--- config.mk ---
export PLATFORM = sky130hd
export DESIGN_NAME = rc_throttle_segment_led_dimmer
export DESIGN_NICKNAME = d
export VERILOG_FILES = /design/src/rtl/core/rtdim_pkg.sv /design/src/rtl/core/rtdim_ctrl.sv /design/src/rtl/core/rtdim_dp.sv /design/src/rtl/core/rc_throttle_segment_led_dimmer.sv
export SDC_FILE = /design/constraint.sdc
export NUM_CORES = 1
export LEC_CHECK = 0
export ABC_AREA = 1
export BUFFER_PORTS_ARGS = -buffer_cell sky130_fd_sc_hd__buf_2
export CAP_MARGIN = 40
export CORE_UTILIZATION = 65
export CTS_CLUSTER_SIZE = 10
export DETAILED_ROUTE_END_ITERATION = 8
export PLACE_DENSITY = 0.8
export SLEW_MARGIN = 20
export SYNTH_ARGS = -nofsm -noshare
export SYNTH_HDL_FRONTEND = slang
export SYNTH_HIERARCHICAL = 1
export SYNTH_SLANG_ARGS = --single-unit
--- constraint.sdc ---
create_clock -name clk -period 15.8 [get_ports clk]
set_input_delay 1.58 -clock clk [delete_from_list [all_inputs] [get_ports clk]]
set_output_delay 1.58 -clock clk [all_outputs]
set_load 0.03 [all_outputs]
--- src/rtl/core/rtdim_pkg.sv ---
// ----------------------------------------------------------------------------
// rtdim_pkg
// Shared constants, controller/datapath command types and the level scaling
// function for the throttle-driven segment dimmer.
// ----------------------------------------------------------------------------
package rtdim_pkg;

    // Field widths
    localparam int ChWidth      = 11;
    localparam int TimerWidth   = 16;
    localparam int ElapsedWidth = 8;
    localparam int LevelWidth   = 8;
    localparam int SegCount     = 4;
    localparam int SegIdxWidth  = 2;

    // Stream payload widths
    localparam int InDataWidth  = 24;
    localparam int OutDataWidth = SegCount * LevelWidth;

    // Shared multiplier operand widths
    localparam int MulAWidth = 15;
    localparam int MulBWidth = 32;
    localparam int MulPWidth = MulAWidth + MulBWidth;

    // Channel handling
    localparam logic [ChWidth-1:0]    FAILSAFE_CH   = 11'd992;
    localparam logic [ChWidth-1:0]    CH_MIN        = 11'd191;
    localparam logic [TimerWidth-1:0] TIMEOUT_RESET = 16'd100;
    localparam logic [TimerWidth-1:0] TIMER_MAX     = 16'hFFFF;

    // Mapping x*1023/1602: estimate with floor(2^32/1602)*1023, then one fixup
    localparam logic [MulBWidth-1:0] MAP_RECIP = 32'd2742666069;
    localparam logic [ChWidth-1:0]   MAP_DIV   = 11'd1602;

    // Smoothing divide by 100 as (v*5243)>>19, exact for v below 25600
    localparam logic [12:0] AVG_RECIP = 13'd5243;
    localparam int          AvgShift  = 19;

    // Level clamp
    localparam logic [6:0] LEVEL_CAP = 7'd55;
    localparam logic [6:0] OFFS_SEG1 = 7'd10;
    localparam logic [6:0] OFFS_STD  = 7'd9;

    // Controller to datapath commands
    typedef struct packed {
        logic                   load;
        logic                   map_mul;
        logic                   map_fix;
        logic                   level_upd;
        logic                   smooth;
        logic [SegIdxWidth-1:0] seg_idx;
        logic                   out_load;
    } dp_cmd_t;

    // Datapath to controller status
    typedef struct packed {
        logic out_free;
    } dp_status_t;

    // Scale a clamped level 0..55 onto 0..255 as t*51/11, truncated
    function automatic logic [LevelWidth-1:0] scale_level(input logic [5:0] t);
        logic [11:0] v;
        logic [23:0] p;
        v = 12'(t) * 12'd51;
        p = 24'(v) * 24'd2979;
        return p[22:15];
    endfunction

endpackage

--- src/rtl/core/rtdim_ctrl.sv ---
// ----------------------------------------------------------------------------
// rtdim_ctrl
// Sequencer for one tick: accept, map the channel in two multiplier passes,
// update a segment level, smooth the four segments, then hand off the result.
// ----------------------------------------------------------------------------
module rtdim_ctrl (
    input  logic                   clk,
    input  logic                   rst_n,
    input  logic                   in_valid,
    output logic                   in_ready,
    input  rtdim_pkg::dp_status_t  status,
    output rtdim_pkg::dp_cmd_t     cmd
);

    typedef enum logic [5:0] {
        ST_IDLE    = 6'b000001,
        ST_MAP_MUL = 6'b000010,
        ST_MAP_FIX = 6'b000100,
        ST_LEVEL   = 6'b001000,
        ST_SMOOTH  = 6'b010000,
        ST_DONE    = 6'b100000
    } state_t;

    state_t                           state_reg;
    state_t                           state_next;
    logic [rtdim_pkg::SegIdxWidth-1:0] seg_reg;
    logic [rtdim_pkg::SegIdxWidth-1:0] seg_next;

    // Advance the state and segment counter
    always_ff @(posedge clk or negedge rst_n)
    begin
        if (!rst_n)
        begin
            state_reg <= ST_IDLE;
            seg_reg   <= '0;
        end
        else
        begin
            state_reg <= state_next;
            seg_reg   <= seg_next;
        end
    end

    // Decode state into commands and next state
    always_comb
    begin
        state_next  = state_reg;
        seg_next    = seg_reg;
        in_ready    = 1'b0;
        cmd         = '0;
        cmd.seg_idx = seg_reg;
        case (state_reg)
            ST_IDLE:
            begin
                in_ready = 1'b1;
                if (in_valid)
                begin
                    cmd.load   = 1'b1;
                    state_next = ST_MAP_MUL;
                end
            end
            ST_MAP_MUL:
            begin
                cmd.map_mul = 1'b1;
                state_next  = ST_MAP_FIX;
            end
            ST_MAP_FIX:
            begin
                cmd.map_fix = 1'b1;
                state_next  = ST_LEVEL;
            end
            ST_LEVEL:
            begin
                cmd.level_upd = 1'b1;
                seg_next      = '0;
                state_next    = ST_SMOOTH;
            end
            ST_SMOOTH:
            begin
                cmd.smooth = 1'b1;
                seg_next   = seg_reg + 1'b1;
                if (seg_reg == rtdim_pkg::SegIdxWidth'(rtdim_pkg::SegCount - 1))
                begin
                    state_next = ST_DONE;
                end
            end
            ST_DONE:
            begin
                // Hold until the output register can take the result
                if (status.out_free)
                begin
                    cmd.out_load = 1'b1;
                    state_next   = ST_IDLE;
                end
            end
            default:
            begin
                state_next = ST_IDLE;
            end
        endcase
    end

endmodule

--- src/rtl/core/rtdim_dp.sv ---
// ----------------------------------------------------------------------------
// rtdim_dp
// Datapath: frame timer, held channel, shared multiplier for channel mapping
// and smoothing, segment level and average registers, output register.
// ----------------------------------------------------------------------------
module rtdim_dp (
    input  logic                                 clk,
    input  logic                                 rst_n,
    input  rtdim_pkg::dp_cmd_t                   cmd,
    output rtdim_pkg::dp_status_t                status,
    input  logic                                 new_frame,
    input  logic [rtdim_pkg::ChWidth-1:0]        throttle_raw,
    input  logic [rtdim_pkg::ElapsedWidth-1:0]   elapsed_ms,
    input  logic                                 cfg_wr,
    input  logic [rtdim_pkg::TimerWidth-1:0]     cfg_value,
    output logic [rtdim_pkg::OutDataWidth-1:0]   out_data,
    output logic                                 out_lost,
    output logic                                 out_valid,
    input  logic                                 out_taken
);

    logic [rtdim_pkg::TimerWidth-1:0] timeout_reg;
    logic [rtdim_pkg::TimerWidth-1:0] ms_reg;
    logic [rtdim_pkg::ChWidth-1:0]    held_reg;
    logic                             lost_reg;
    logic                             neg_reg;
    logic [20:0]                      p_reg;
    logic [rtdim_pkg::ChWidth-1:0]    q_reg;
    logic [rtdim_pkg::ChWidth-1:0]    m_reg;
    logic [rtdim_pkg::LevelWidth-1:0] level_reg [rtdim_pkg::SegCount];
    logic [rtdim_pkg::LevelWidth-1:0] avg_reg   [rtdim_pkg::SegCount];
    logic [rtdim_pkg::OutDataWidth-1:0] out_data_reg;
    logic                             out_lost_reg;
    logic                             out_valid_reg;
    logic                             out_valid_next;

    // Tick front end
    logic [rtdim_pkg::TimerWidth:0]   ms_sum;
    logic [rtdim_pkg::TimerWidth-1:0] ms_next;
    logic [rtdim_pkg::ChWidth-1:0]    held_pick;
    logic                             lost_next;

    // Mapping
    logic                             ch_low;
    logic [rtdim_pkg::ChWidth-1:0]    x_u;
    logic [20:0]                      p_next;
    logic [20:0]                      r_val;
    logic [rtdim_pkg::ChWidth-1:0]    m_next;

    // Level update
    logic                             in_range;
    logic [1:0]                       seg_sel;
    logic [6:0]                       masked;
    logic [6:0]                       offs;
    logic [6:0]                       diff;
    logic [5:0]                       t_clamp;

    // Smoothing
    logic [rtdim_pkg::MulAWidth-1:0]  blend;

    // Shared multiplier
    logic [rtdim_pkg::MulAWidth-1:0]  mul_a;
    logic [rtdim_pkg::MulBWidth-1:0]  mul_b;
    logic [rtdim_pkg::MulPWidth-1:0]  mul_p;

    // Saturating timer, frame capture and timeout check
    always_comb
    begin
        ms_sum = {1'b0, ms_reg} + (rtdim_pkg::TimerWidth + 1)'(elapsed_ms);
        if (new_frame)
        begin
            ms_next   = '0;
            held_pick = throttle_raw;
        end
        else
        begin
            ms_next   = ms_sum[rtdim_pkg::TimerWidth] ? rtdim_pkg::TIMER_MAX
                                                      : ms_sum[rtdim_pkg::TimerWidth-1:0];
            held_pick = held_reg;
        end
        lost_next = (ms_next > timeout_reg);
    end

    // Offset channel and x*1023
    always_comb
    begin
        ch_low = (held_reg < rtdim_pkg::CH_MIN);
        x_u    = held_reg - rtdim_pkg::CH_MIN;
        p_next = {x_u, 10'b0} - 21'(x_u);
    end

    // Select multiplier operands per step
    always_comb
    begin
        mul_a = '0;
        mul_b = '0;
        if (cmd.map_mul)
        begin
            mul_a = rtdim_pkg::MulAWidth'(x_u);
            mul_b = rtdim_pkg::MAP_RECIP;
        end
        else if (cmd.map_fix)
        begin
            mul_a = rtdim_pkg::MulAWidth'(q_reg);
            mul_b = rtdim_pkg::MulBWidth'(rtdim_pkg::MAP_DIV);
        end
        else if (cmd.smooth)
        begin
            mul_a = blend;
            mul_b = rtdim_pkg::MulBWidth'(rtdim_pkg::AVG_RECIP);
        end
    end

    assign mul_p = rtdim_pkg::MulPWidth'(mul_a) * rtdim_pkg::MulPWidth'(mul_b);

    // Fix up the quotient estimate by one
    always_comb
    begin
        r_val  = p_reg - mul_p[20:0];
        m_next = (r_val >= 21'(rtdim_pkg::MAP_DIV)) ? q_reg + 1'b1 : q_reg;
    end

    // Segment select and clamped level
    always_comb
    begin
        in_range = !neg_reg && (m_reg[10:9] == 2'b01);
        seg_sel  = m_reg[8:7];
        masked   = {m_reg[6:1], 1'b0};
        offs     = (seg_sel == 2'd1) ? rtdim_pkg::OFFS_SEG1 : rtdim_pkg::OFFS_STD;
        diff     = masked - offs;
        if (masked < offs)
        begin
            t_clamp = '0;
        end
        else if (diff > rtdim_pkg::LEVEL_CAP)
        begin
            t_clamp = rtdim_pkg::LEVEL_CAP[5:0];
        end
        else
        begin
            t_clamp = diff[5:0];
        end
    end

    // 85*avg + 15*level for the segment being smoothed
    always_comb
    begin
        blend = rtdim_pkg::MulAWidth'(avg_reg[cmd.seg_idx]) * 15'd85
              + rtdim_pkg::MulAWidth'(level_reg[cmd.seg_idx]) * 15'd15;
    end

    // Configuration register
    always_ff @(posedge clk or negedge rst_n)
    begin
        if (!rst_n)
        begin
            timeout_reg <= rtdim_pkg::TIMEOUT_RESET;
        end
        else if (cfg_wr)
        begin
            timeout_reg <= cfg_value;
        end
    end

    // Timer, held channel and link state
    always_ff @(posedge clk or negedge rst_n)
    begin
        if (!rst_n)
        begin
            ms_reg   <= rtdim_pkg::TIMER_MAX;
            held_reg <= rtdim_pkg::FAILSAFE_CH;
            lost_reg <= 1'b0;
        end
        else if (cmd.load)
        begin
            ms_reg   <= ms_next;
            held_reg <= lost_next ? rtdim_pkg::FAILSAFE_CH : held_pick;
            lost_reg <= lost_next;
        end
    end

    // Mapping pipeline registers
    always_ff @(posedge clk)
    begin
        if (cmd.map_mul)
        begin
            neg_reg <= ch_low;
            p_reg   <= p_next;
            q_reg   <= mul_p[42:32];
        end
        if (cmd.map_fix)
        begin
            m_reg <= m_next;
        end
    end

    // Segment levels and averages
    always_ff @(posedge clk or negedge rst_n)
    begin
        if (!rst_n)
        begin
            for (int i = 0; i < rtdim_pkg::SegCount; i++)
            begin
                level_reg[i] <= '0;
                avg_reg[i]   <= '0;
            end
        end
        else
        begin
            if (cmd.level_upd && in_range)
            begin
                level_reg[seg_sel] <= rtdim_pkg::scale_level(t_clamp);
            end
            if (cmd.smooth)
            begin
                avg_reg[cmd.seg_idx] <=
                    mul_p[rtdim_pkg::AvgShift +: rtdim_pkg::LevelWidth];
            end
        end
    end

    // Output register and its valid flag
    always_comb
    begin
        out_valid_next = out_valid_reg;
        if (out_valid_reg && out_taken)
        begin
            out_valid_next = 1'b0;
        end
        if (cmd.out_load)
        begin
            out_valid_next = 1'b1;
        end
    end

    always_ff @(posedge clk or negedge rst_n)
    begin
        if (!rst_n)
        begin
            out_valid_reg <= 1'b0;
        end
        else
        begin
            out_valid_reg <= out_valid_next;
        end
    end

    always_ff @(posedge clk)
    begin
        if (cmd.out_load)
        begin
            for (int i = 0; i < rtdim_pkg::SegCount; i++)
            begin
                out_data_reg[i*rtdim_pkg::LevelWidth +: rtdim_pkg::LevelWidth] <=
                    8'hFF - avg_reg[i];
            end
            out_lost_reg <= lost_reg;
        end
    end

    assign status.out_free = !out_valid_reg || out_taken;
    assign out_data        = out_data_reg;
    assign out_lost        = out_lost_reg;
    assign out_valid       = out_valid_reg;

endmodule

--- src/rtl/core/rc_throttle_segment_led_dimmer.sv ---
// ----------------------------------------------------------------------------
// rc_throttle_segment_led_dimmer
// Radio throttle channel to four smoothed, active-low LED segment duties.
// ----------------------------------------------------------------------------
// Each accepted transaction is one control tick and yields one result
// transaction. From one acceptance to the next a tick runs the accept, two
// passes through the shared multiplier to map the channel, one level update,
// four smoothing passes (one segment per cycle through the same multiplier)
// and the output register load. The result sits in an output register, so
// the next tick is accepted while it waits; if it is still not taken when
// the next result is ready, the block holds. The timer resets saturated, so
// at the reset timeout a tick before the first frame reports link lost.
// lost_timeout_ms is written through the cfg channel, which is always ready.
module rc_throttle_segment_led_dimmer (
    input  logic        clk,
    input  logic        rst_n,
    // Input ticks
    input  logic        s_axis_tvalid,
    output logic        s_axis_tready,
    input  logic [23:0] s_axis_tdata,   // [10:0] throttle_raw, [18:11] elapsed_ms
    input  logic        s_axis_tuser,   // [0] new_frame
    // Results
    output logic        m_axis_tvalid,
    input  logic        m_axis_tready,
    output logic [31:0] m_axis_tdata,   // [7:0] duty_seg0, [15:8] duty_seg1,
                                        // [23:16] duty_seg2, [31:24] duty_seg3
    output logic        m_axis_tuser,   // [0] link_lost
    // Configuration
    input  logic        cfg_valid,
    output logic        cfg_ready,
    input  logic [15:0] cfg_data        // lost_timeout_ms
);

    rtdim_pkg::dp_cmd_t    cmd;
    rtdim_pkg::dp_status_t status;

    assign cfg_ready = 1'b1;

    rtdim_ctrl u_ctrl (
        .clk      (clk),
        .rst_n    (rst_n),
        .in_valid (s_axis_tvalid),
        .in_ready (s_axis_tready),
        .status   (status),
        .cmd      (cmd)
    );

    rtdim_dp u_dp (
        .clk          (clk),
        .rst_n        (rst_n),
        .cmd          (cmd),
        .status       (status),
        .new_frame    (s_axis_tuser),
        .throttle_raw (s_axis_tdata[10:0]),
        .elapsed_ms   (s_axis_tdata[18:11]),
        .cfg_wr       (cfg_valid),
        .cfg_value    (cfg_data),
        .out_data     (m_axis_tdata),
        .out_lost     (m_axis_tuser),
        .out_valid    (m_axis_tvalid),
        .out_taken    (m_axis_tready)
    );

endmodule
After elaboration in Yosys (flattened, before gate mapping):

Cells that the tools add are included.
Widths: inputs -> output; s select.

* register bits after elaboration: 194
* input port bits: 46
* output and inout bits: 36
* word-level logic and storage cells: 116

* $add $sub $neg: 12
* multiply operators: 5
* magnitude comparators: 9
* eq/ne operators: 12
* mux-type cells: 42
* bitwise logic cells: 2
* reductions and logical operators: 13

Operator list (count)
* $bwmux 32: 2
* $mux 32: 2
* $mux 8: 6
* $mux 15: 3
* $mul 15x32->43: 1
* $pmux 6 s6: 1
* $mux 11: 3
* $bmux 8 s2: 2
* $demux 8 s2: 2
* $mux 16: 2
* $sub 8x8->8 const A: 4
* $mux 6: 5
* $mul 12x12->23 const B: 1
* $ge 21x11->1 const B: 1
* $sub 21x11->21: 1
* $sub 21x21->21: 1
* $add 16x8->17: 1
* $gt 16x16->1: 1
* $add 15x12->15: 1
* $mul 8x7->15 const B: 1
* $mux 13: 1
* $mul 6x6->12 const B: 1
* $mul 8x4->12 const B: 1
* $add 11x1->11 const B: 1
* other kinds (28): 50

Logic depth before layout (Yosys ltp):

Gate-level depths: netlist (run 1).

* depth in word-level cells: 13
* mapped depth: 67
* mapped depth without buffers: 66

Cells and area by module:

Netlist (run 1), hierarchy kept.

By module, submodules not included
* rtdim_dp: times used 1, cells each 2919, area each 24980.2 um^2
* rtdim_ctrl: times used 1, cells each 60, area each 474.2 um^2
* rc_throttle_segment_led_dimmer: times used 1, cells each 2, area each 11.3 um^2

Worst setup path after synthesis (run 1):

No wires, ideal clock.

* kind: register to register
* start: register u_ctrl/seg_reg[0] in the netlist's numbering
* end: register u_dp/m_reg[5] in the netlist's numbering, data pin
* arrival time: 11.469 ns
* required time: 15.551 ns
* path slack: 4.082 ns
* stages on the path, launching flop included: 58
* path buffers: 1
* clock period less this slack: 11.718 ns
* cell sequence: dfrtp_1 > nand2_1 > inv_1 > a22oi_1 > inv_1 > a221oi_1 > inv_1 > fa_1 > fa_1 > fa_1 > inv_1 > fa_1 > inv_1 > ha_1 > inv_1 > fa_1 > inv_1 > a21oi_1 > [... 22 more ...] > a31oi_1 > o21bai_1 > xnor2_1 > ha_1 > inv_1 > o31ai_1 > nor2_1 > nand2_1 > o21ai_0 > nand3_1 > nand2_1 > nor2_2 > nand3_2 > buf_6 > nand2_1 > nand2_1 > nand2_1 > inv_1

* cells in the longest elaborated chain, start to end: 13
* elaborated cells on any way between the ends: 17

RTL lines
* start, declared: line rtdim_ctrl.sv:26 `logic [rtdim_pkg::SegIdxWidth-1:0] seg_reg;`
* start signal, assigned: line rtdim_ctrl.sv:40 `seg_reg <= seg_next;`
* $not 2->3 (implied by the code) (*): line rtdim_dp.sv:148, rtdim_dp.sv:149
* $bmux 8 s2, on equally long branches: line rtdim_dp.sv:148, rtdim_dp.sv:149
* $mux 8, on equally long branches (2 in series): line rtdim_dp.sv:148, rtdim_dp.sv:149
* $mul 8x7->15 or $mul 8x4->12 (tied branches): line rtdim_dp.sv:148, rtdim_dp.sv:149
* $add 15x12->15 (*): line rtdim_dp.sv:149 `+ rtdim_pkg::MulAWidth'(level_reg[cmd.seg_idx]) * 15'd15;`
* $mux 15 (*): line rtdim_dp.sv:107 `else if (cmd.smooth)`
* $mux 15 (*): line rtdim_dp.sv:102 `else if (cmd.map_fix)`
* $mux 15 (*): line rtdim_dp.sv:97 `if (cmd.map_mul)`
* $mul 15x32->43 (*): line rtdim_dp.sv:114 `assign mul_p = rtdim_pkg::MulPWidth'(mul_a) * rtdim_pkg::MulPWidth'(mul_b);`
* $sub 21x21->21 (*): line rtdim_dp.sv:119 `r_val = p_reg - mul_p[20:0];`
* $ge 21x11->1 (*): line rtdim_dp.sv:120 `m_next = (r_val >= 21'(rtdim_pkg::MAP_DIV)) ? q_reg + 1'b1 : q_reg;`
* $mux 11 (*): line rtdim_dp.sv:120
* via u_dp.m_next, one bit: line rtdim_dp.sv:48 `logic [rtdim_pkg::ChWidth-1:0] m_next;`
* end signal, assigned: line rtdim_dp.sv:193 `m_reg <= m_next;`
* end, declared: line rtdim_dp.sv:29 `logic [rtdim_pkg::ChWidth-1:0] m_reg;`

Mark *: on every way through the listed nets, which the timed path passes. The rest lies on a longest branch. The select of a mux whose other input is x is not followed.
A chain may end at the register's enable or synchronous reset.

Worst setup path after layout (run 1):

* start: register u_ctrl/seg_reg[0] in the netlist's numbering
* end: register u_dp/m_reg[8] in the netlist's numbering, data pin

The elaborated chain is that of the path after synthesis.

==> impl_results.md, run 1 <==
- CP Max Fanout: 20
- # DRC: 0
- Max transition margin: 37.63%
- Dpl cell area: 26640 um^2
- Clock Skews: 0.02095 ns
- Crit share post-route: 91.58%
- Routed vias/inst: 5.555
- Endpoints failing setup: 0
- Final hold slack: 0.4648 ns
- Post-CTS Setup Bufs: 0
- Synth Warn #: 6
- Mean post-synth cell area: 8.543 um^2
- GPL Wtd Cong: 0.9562
- Htree depth: 4
- Initial antenna violation count: 0
- Nature of the critical path startpoint: flip-flop
- CP delay by family, top: adder cells
- Share of post-route cells with drive strength above 1: 7.368%
- Ys flop type: dfrtp_1
- Final Instance Area: 27260 um^2
- CP endpoint kind: flip-flop
- Row count: 72
- Hold-fix buffers, CTS: 0
- Hold Crit Class: reg -> reg
- Synth top area cells: fa_1, ha_1, inv_1
- Worst slew pin tran: 0.9258 ns
- Final WL: 63470 um
- CTS tree: built
- Cell taking the most area after synthesis: fa_1
- Clock latency on the worst-skew pair: 0.47 ns
- Sequential area share after synthesis: 20.58%
- Final worst-path setup slack: 1.331 ns
- Dpl ws: 1.473 ns
- Die Wd: 199.9 um
- Drt first pass iters: 6
- CP max stage delay: 0.59 ns
- FF/Latch Area: 5241 um^2
- Final worst path period need: 14.47 ns
- CP arrival: 14.68 ns
- CORE AREA: 38650 um^2
- RSZ-0062 raised after global routing: false
- Area Overhead vs Synth: 7.031%
- Fill cell count: 2971
- Clock-pin slew on the worst setup and hold paths: 0.08 ns
- CP required: 16.01 ns
- Max-cap violations: 0
- Mapped cell area: 25470 um^2
- Clk buf depth: 2
- IO Pins: 82
- Routed Antenna Nets: 0
- Initial Utilization: 65.89%
- Critical path class: reg -> reg
- GRT Total Usage: 33.14%
- Multi-input logic area: 17470 um^2
- Fin. Hold Viols: 0
- # port buffers: 75
- Outcome: complete, no violations
- Global-route wire length before repair: 101700 um
- Synth unique cells: 56
- Overflow after GRT: 0
- Max Transition Viols Final: 0
- Largest net degree at the start of global routing: 52
- Starting DRT DRC Count: 1483
- Total die area: 39970 um^2
- Flops & latches, synth: 193
- DR vias: 20140
- CP max stage cell: fa_1
- Final setup TNS: 0 ns
- Async set-reset flop share out of synthesis: 60.62%
- WP buf/inv: 12
- Hpwl dp: 53850 um
- CTS Root Cell: clkbuf_16
- Routed length per instance: 17.50 um
- CTS Sinks: 193
- Ant diodes: 0
- Post-cts gate resize count: 0
- Post-synth EDFFs: 76
- Cell count after synthesis: 2981
- Top cell type's share of synthesized area: 23.43%
- Final nets: 3806
- CTS Buf Count: 17
- F_max: 0.06911 GHz
- Vias in the first global route: 20280
- Die Span Y: 199.9 um
## cell type report
cell class	instances	share of cell area, %
clock buffer	20	1.685
clock inverter	12	0.5646
inverter	730	10.06
multi-input combinational	2057	64.08
sequential	193	19.23
tap	518	2.378
timing repair buffer	96	2.001
## cell usage after synthesis (all sizes together) (27+ instances only)
cell      n
o21ai   136
fa      298
nand2   488
nor3     33
nand3   125
nand4    27
dfrtp    92
a21oi   135
inv     722
xor2     53
nor2    203
ha      367
edfxtp   76
## cells in the final DEF (no fill, tap or decap), types with 25 or more instances in the layout
master,instances
xnor2_1,25
inv_1,708
edfxtp_1,76
o21ai_0,126
nand3_1,120
a21oi_1,132
buf_2,75
nor3_1,28
conb_1,31
ha_1,367
fa_1,298
dfstp_2,25
nor2_1,185
xor2_1,52
dfrtp_1,92
nand2_1,474
nand4_1,25
## final timing paths
path / from / endpoint / slack, ns / cells past startpoint
min in group asynchronous: rst_n / u_dp/timeout_reg[3] / 1.12 / 1
max in group asynchronous: rst_n / u_dp/level_reg[27] / 13.52 / 3
min reg2reg: u_dp/lost_reg / u_dp/out_lost / 0.46 / 0
max reg2reg: u_ctrl/seg_reg[0] / u_dp/m_reg[8] / 1.33 / 55
max: u_ctrl/seg_reg[0] / u_dp/m_reg[8] / 1.33 / 55
min: u_dp/lost_reg / u_dp/out_lost / 0.46 / 0
## stage by stage
| step | cells | utilization [%] |
|---|---|---|
| CTS | 3626 | 70.53 |
| global route | 3626 | 70.53 |
| global placement | 3589 | 68.82 |
| finish | 3626 | 70.53 |
| detailed placement | 3594 | 68.94 |
| floorplan | 3009 | - |
## cell families (layout without fill, tap and decap cells)
family,Yosys count,in the layout,synth area share [%]
AOI/OAI and AO/OA,371,371,8.333
xor gates and xnor gates,78,78,2.712
adders and majority gates,665,665,41.46
buffers and inverters,759,858,11.25
DFF,193,193,20.58
muxes,1,1,0.04422
other,3,31,0.04422
and+or+nand+nor,911,911,15.58
## routing by layer
layer / vias up / routed length [um] / share of wire [%] / track usage (%)
li1: 9608 / - / - / -
met1: 9716 / 27140 / 43 / 44.58
met2: 710 / 30070 / 47 / 54.84
met3: 108 / 4529 / 7.1 / 5.712
met4: 0 / 1725 / 2.7 / 10.29
met5: - / 0 / 0 / 0
Power of run 1 is left out: the tool's default activity adds up to more than one toggle a clock period on the data nets, which glitch-free logic cannot reach.
==> run 2: changes to the inputs <==
Settings changed: CORE_MARGIN set to 2.
Clock period 15.8 ns to 18.1 ns, I/O delays scaled along.
==> run 2 against run 1 <==
Die area increased by 2.0%. Hold slack better by 0.010 ns. Global-route usage is 0.97 points lower. Sequential share of layout area is essentially flat. Count of clock-buffer cells in the layout is 3 lower. Final area hardly changed. Routed wire length decreased by 0.98%. Largest cell class unchanged. Highest routed layer unchanged.
==> impl_results.md, run 2 (synthesized netlist as in run 1, its figures left out) <==
- Outcome: complete, no violations (unchanged)
- Starting DRT DRC Count: 1602 (was 1483)
- CTS Buf Count: 17 (unchanged)
- CTS tree: built (unchanged)
- CP max stage cell: a221oi_1 (was fa_1)
- Max Transition Viols Final: 0 (unchanged)
- Fill cell count: 3000 (was 2971)
- Crit share post-route: 81.56% (was 91.58%)
- CP delay by family, top: adder cells (unchanged)
- Max-cap violations: 0 (unchanged)
- Dpl cell area: 26630 um^2 (was 26640 um^2)
- Worst Setup SP: u_ctrl/seg_reg[1] (was u_ctrl/seg_reg[0])
- Die Wd: 201.9 um (was 199.9 um)
- Clock Skews: 0.01375 ns (was 0.02095 ns)
- Post-CTS Setup Bufs: 0 (unchanged)
- Worst Reg-to-Reg Cells: 57 (was 55)
- Nature of the critical path startpoint: flip-flop (unchanged)
- # DRC: 0 (unchanged)
- WP buf/inv: 14 (was 12)
- GRT Total Usage: 32.17% (was 33.14%)
- Most frequent CP cell: inv_1
- Total die area: 40780 um^2 (was 39970 um^2)
- Drt first pass iters: 6 (unchanged)
- Endpoints failing setup: 0 (unchanged)
- Hpwl dp: 53550 um (was 53850 um)
- Final WL: 62850 um (was 63470 um)
- DR vias: 20140 (about the same)
- # port buffers: 75 (unchanged)
- Final worst path period need: 14.76 ns (was 14.47 ns)
- Initial antenna violation count: 1 (was 0)
- Hold-fix buffers, CTS: 0 (unchanged)
- Overflow after GRT: 0 (unchanged)
- Finished Layout Cells: 3627 (was 3626)
- Row count: 72 (unchanged)
- Hold Crit Start: u_dp/lost_reg (unchanged)
- Post-Place Cells: 3591 (was 3594)
- Clock latency on the worst-skew pair: 0.45 ns (was 0.47 ns)
- RR Startpoint: u_ctrl/seg_reg[1] (was u_ctrl/seg_reg[0])
- RSZ-0062 raised after global routing: false (unchanged)
- CP arrival: 14.97 ns (was 14.68 ns)
- Fin. Hold Viols: 0 (unchanged)
- Share of post-route cells with drive strength above 1: 7.430% (was 7.368%)
- Clk buf depth: 2 (unchanged)
- CP required: 18.30 ns (was 16.01 ns)
- Global-route wire length before repair: 104100 um (was 101700 um)
- IO Pins: 82 (unchanged)
- Hold depth: 0 (unchanged)
- F_max: 0.06774 GHz (was 0.06911 GHz)
- Ant diodes: 0 (unchanged)
- Post-cts gate resize count: 0 (unchanged)
- Die Span Y: 201.9 um (was 199.9 um)
- CTS Sinks: 193 (unchanged)
- Final nets: 3807 (was 3806)
- Utilization after layout: 70.49% (was 70.53%)
- Final setup TNS: 0 ns (unchanged)
- Critical path class: reg -> reg (unchanged)
- Area Overhead vs Synth: 6.982% (was 7.031%)
- Largest net degree at the start of global routing: 52 (unchanged)
- GPL Wtd Cong: 0.9809 (was 0.9562)
- Max transition margin: 39.04% (was 37.63%)
- Instance count on the critical path: 57 (was 55)
- CP endpoint kind: flip-flop (unchanged)
- Htree depth: 4 (unchanged)
- Commonest non-fill, non-tap cell in the layout: inv_1 (unchanged)
- Routed length per instance: 17.33 um (was 17.50 um)
- CP Max Fanout: 20 (unchanged)
- Most frequent cells in the layout: inv_1, nand2_1, ha_1 (unchanged)
- CORE AREA: 38650 um^2 (unchanged)
- Routed Antenna Nets: 0 (unchanged)
- Worst slew pin tran: 0.9145 ns (was 0.9258 ns)
- CTS Root Cell: clkbuf_16 (unchanged)
- Clock-pin slew on the worst setup and hold paths: 0.07 ns (was 0.08 ns)
- Hold Crit Class: reg -> reg (unchanged)
- Vias in the first global route: 20780 (was 20280)
- Final Instance Area: 27240 um^2 (was 27260 um^2)
- Initial Utilization: 65.89% (unchanged)
- CP max stage delay: 0.66 ns (was 0.59 ns)
- Routed vias/inst: 5.551 (was 5.555)
[run 2: cell count changes in the layout (fill, tap and decap cells not counted), sizes merged]
cell    before  now
inv        730  729
buf         96   97
clkbuf      20   17
clkinv      11   15
[run 2: worst paths after layout]
kind                                             end  slack (ns)
worst max-delay path                   u_dp/m_reg[6]        3.34
worst min-delay path                   u_dp/out_lost        0.48
worst max register to register         u_dp/m_reg[6]        3.34
worst min register to register         u_dp/out_lost        0.48
max in group asynchronous         u_dp/level_reg[13]       15.67
min in group asynchronous       u_dp/timeout_reg[11]        1.35
[run 2: area by class of cell]
cell class,instances,area [um^2],share of cell area (%)
multi-input combinational,2057,17470,64.11
sequential,193,5241,19.24
inverter,730,2741,10.06
tap,518,648.1,2.379
timing repair buffer,97,553.0,2.030
clock buffer,17,425.4,1.561
clock inverter,15,167.7,0.6154
[run 2: per-stage QoR]
| step | hold WS [ns] | worst slack, ns |
|---|---|---|
| 6_report | 0.4752 | 3.337 |
| 2_1_floorplan | 0.4253 | 6.382 |
| 4_1_cts | 0.4748 | 3.510 |
| 3_5_place_dp | 0.4507 | 3.554 |
| 5_1_grt | 0.4934 | 2.575 |
| 3_3_place_gp | 0.4382 | 3.757 |
[run 2: metal layers]
metal / routed length [um] / GRT usage [%] / share of wire (%) / vias up
met2: 29750 / 53.15 / 47 / 673
met4: 1796 / 9.611 / 2.9 / 0
met3: 4532 / 6.143 / 7.2 / 113
met5: 0 / 0 / 0 / -
met1: 26760 / 43.33 / 43 / 9740
li1: - / - / - / 9609
Power of run 2 is left out for the same reason.
==> run 3: changes to the inputs <==
Settings changed: ABC_AREA 1 to 0.
Clock period 18.1 ns to 13.7 ns, I/O delays scaled along.
==> run 3 against run 2 <==
Critical path depth down 9. Register-to-register slack got worse by 3.0 ns. Sequential share of layout area grew 0.38 points. Hold slack gained 0.016 ns. Fmax is 10% higher. Die area decreased by 2.6%. Critical path type unchanged. Critical endpoint is now u_dp/m_reg[1].
==> impl_results.md, run 3 <==
- Initial antenna violation count: 0 (was 1)
- Routed Antenna Nets: 0 (unchanged)
- Top cell type's share of synthesized area: 24.07% (was 23.43%)
- Final nets: 3298 (was 3807)
- Max-cap violations: 0 (unchanged)
- GPL Wtd Cong: 1.036 (was 0.9809)
- Hold Crit Start: u_dp/level_reg[22] (was u_dp/lost_reg)
- Final hold slack: 0.4907 ns (was 0.4752 ns)
- Fill cell count: 2730 (was 3000)
- Mean post-synth cell area: 9.962 um^2 (was 8.543 um^2)
- Final WL: 59770 um (was 62850 um)
- Cell count after synthesis: 2488 (was 2981)
- CP max stage cell: fa_1 (was a221oi_1)
- Routed vias/inst: 5.840 (was 5.551)
- # DRC: 0 (unchanged)
- Final worst path period need: 13.38 ns (was 14.76 ns)
- Total die area: 39710 um^2 (was 40780 um^2)
- Worst Reg-to-Reg Cells: 48 (was 57)
- Critical path class: reg -> reg (unchanged)
- Final setup TNS: 0 ns (unchanged)
- Max Transition Viols Final: 0 (unchanged)
- Hpwl dp: 49040 um (was 53550 um)
- Hold Crit Endpoint: u_dp/level_reg[22] (was u_dp/out_lost)
- Async set-reset flop share out of synthesis: 60.62% (unchanged)
- RR Startpoint: u_ctrl/seg_reg[0] (was u_ctrl/seg_reg[1])
- CTS Sinks: 193 (unchanged)
- Crit share post-route: 97.69% (was 81.56%)
- Die Span Y: 199.3 um (was 201.9 um)
- Ant diodes: 0 (unchanged)
- CP Max Fanout: 6 (was 20)
- CTS Root Cell: clkbuf_16 (unchanged)
- Die Wd: 199.3 um (was 201.9 um)
- Synth top area cells: fa_1, ha_1, dfrtp_1 (was fa_1, ha_1, inv_1)
- Max transition margin: 40.83% (was 39.04%)
- R2r setup slk: 0.32 ns (was 3.34 ns)
- Hold depth: 2 (was 0)
- Nature of the critical path startpoint: flip-flop (unchanged)
- Mapped cell area: 24790 um^2 (was 25470 um^2)
- Share of post-route cells with drive strength above 1: 10.19% (was 7.430%)
- Vias in the first global route: 19150 (was 20780)
- Hold Crit Class: reg -> reg (unchanged)
- Commonest non-fill, non-tap cell in the layout: inv_1 (unchanged)
- Global-route wire length before repair: 98190 um (was 104100 um)
- IO Pins: 82 (unchanged)
- Most frequent CP cell: fa_1 (was inv_1)
- Row count: 71 (was 72)
- Final worst-path setup slack: 0.3158 ns (was 3.337 ns)
- Post-synth EDFFs: 76 (unchanged)
- CP required: 13.89 ns (was 18.30 ns)
- Clock Skews: 0.02427 ns (was 0.01375 ns)
- Synth unique cells: 88 (was 56)
- Clock latency on the worst-skew pair: 0.47 ns (was 0.45 ns)
- Clk buf depth: 2 (unchanged)
- RR Endpoint: u_dp/m_reg[1] (was u_dp/m_reg[6])
- Synth Warn #: 6 (unchanged)
- CTS tree: built (unchanged)
- Flops & latches, synth: 193 (unchanged)
- CP arrival: 13.58 ns (was 14.97 ns)
- Starting DRT DRC Count: 1321 (was 1602)
- CP max stage delay: 0.59 ns (was 0.66 ns)
- Fin. Hold Viols: 0 (unchanged)
- Dpl ws: 0.09812 ns (was 3.554 ns)
- Cell taking the most area after synthesis: fa_1 (unchanged)
- Drt first pass iters: 5 (was 6)
- Clock-pin slew on the worst setup and hold paths: 0.08 ns (was 0.07 ns)
- Hold-fix buffers, CTS: 0 (unchanged)
- Endpoints failing setup: 0 (unchanged)
- Most common cell in the synthesized netlist: inv_1 (unchanged)
- Ys flop type: dfrtp_1 (unchanged)
- Htree depth: 4 (unchanged)
- CORE AREA: 37580 um^2 (was 38650 um^2)
- Sequential area share after synthesis: 21.15% (was 20.58%)
- # port buffers: 75 (unchanged)
- Worst slew pin tran: 0.8652 ns (was 0.9145 ns)
- Area Overhead vs Synth: 7.865% (was 6.982%)
- Initial Utilization: 65.96% (was 65.89%)
- Routed length per instance: 19.21 um (was 17.33 um)
- Outcome: complete, no violations (unchanged)
- Largest net degree at the start of global routing: 67 (was 52)
- Overflow after GRT: 0 (unchanged)
- CP endpoint kind: flip-flop (unchanged)
- F_max: 0.07472 GHz (was 0.06774 GHz)
- DR vias: 18170 (was 20140)
- CTS Buf Count: 17 (unchanged)
- GRT Total Usage: 32.07% (was 32.17%)
- Post-synth top cells: inv_1, ha_1, fa_1 (was inv_1, nand2_1, ha_1)
- Most frequent cells in the layout: inv_1, ha_1, fa_1 (was inv_1, nand2_1, ha_1)
## run 3: logic make-up after synthesis
group / count (synthesis) / share of synthesized area, %
adders and majority gates: 665 / 42.60
buffers and inverters: 554 / 8.461
and+or+nand+nor: 484 / 9.758
AOI/OAI and AO/OA: 423 / 10.85
DFF: 193 / 21.15
xor gates and xnor gates: 118 / 4.200
muxes: 48 / 2.938
other: 3 / 0.04543
## run 3: final cells by class
type                    instances  area [um^2]  area share [%]
clock buffers                  18        450.4           1.685
multi-input cells            1769        17670           66.11
flip-flops and latches        193         5244           19.61
well taps                     511        639.4           2.392
repair buffers                108        645.6           2.415
clock inverters                14        211.5          0.7909
inverters                     498         1871           6.997
## run 3: worst max path at each step
stage	slack, ns	to	start	depth (start not counted)
floorplan	0.74	u_dp/m_reg[1]	u_ctrl/seg_reg[0]	51
global placement	0.41	u_dp/m_reg[1]	u_ctrl/seg_reg[0]	46
detailed placement	0.1	u_dp/m_reg[1]	u_ctrl/seg_reg[0]	49
CTS	0.06	u_dp/m_reg[1]	u_ctrl/seg_reg[0]	49
global route	-0.05	u_dp/m_reg[1]	u_ctrl/seg_reg[0]	51
finish	0.32	u_dp/m_reg[1]	u_ctrl/seg_reg[0]	48
## run 3: metal layers
metal,track usage [%],wire length [um],up-vias
met3,5.165,3739,112
met5,0,0,-
met2,54.79,29570,596
met4,9.536,1557,0
li1,-,-,8398
met1,42.23,24900,9061
## run 3: worst max-delay path: cells and delay by family, from the launching register on
kind                     cells  cell delay (ns)
XOR/XNOR                     2             0.33
adder cells (fa/ha/maj)     14             6.22
buffers and inverters        9             0.87
AND/OR/NAND/NOR             11             2.34
AO/OA/AOI/OAI               10             1.93
flip-flops                   1             0.50
multiplexers                 2             0.92
## run 3: repair_timing
item                                    in CTS  in global routing
setup buffers                                0                  6
endpoints found under the hold margin        0                  0
gates resized for setup                      0                 29
endpoints found under the setup margin       0                 10
## run 3: stage by stage
stage                     cells  cell area [um^2]  util, %
after floorplan            2516             24890        -
after global placement     3070             25870    68.85
after detailed placement   3072             25890    68.89
after CTS                  3104             26550    70.65
after global routing       3111             26730    71.15
final                      3111             26730    71.15
Power of run 3 is left out for the same reason.
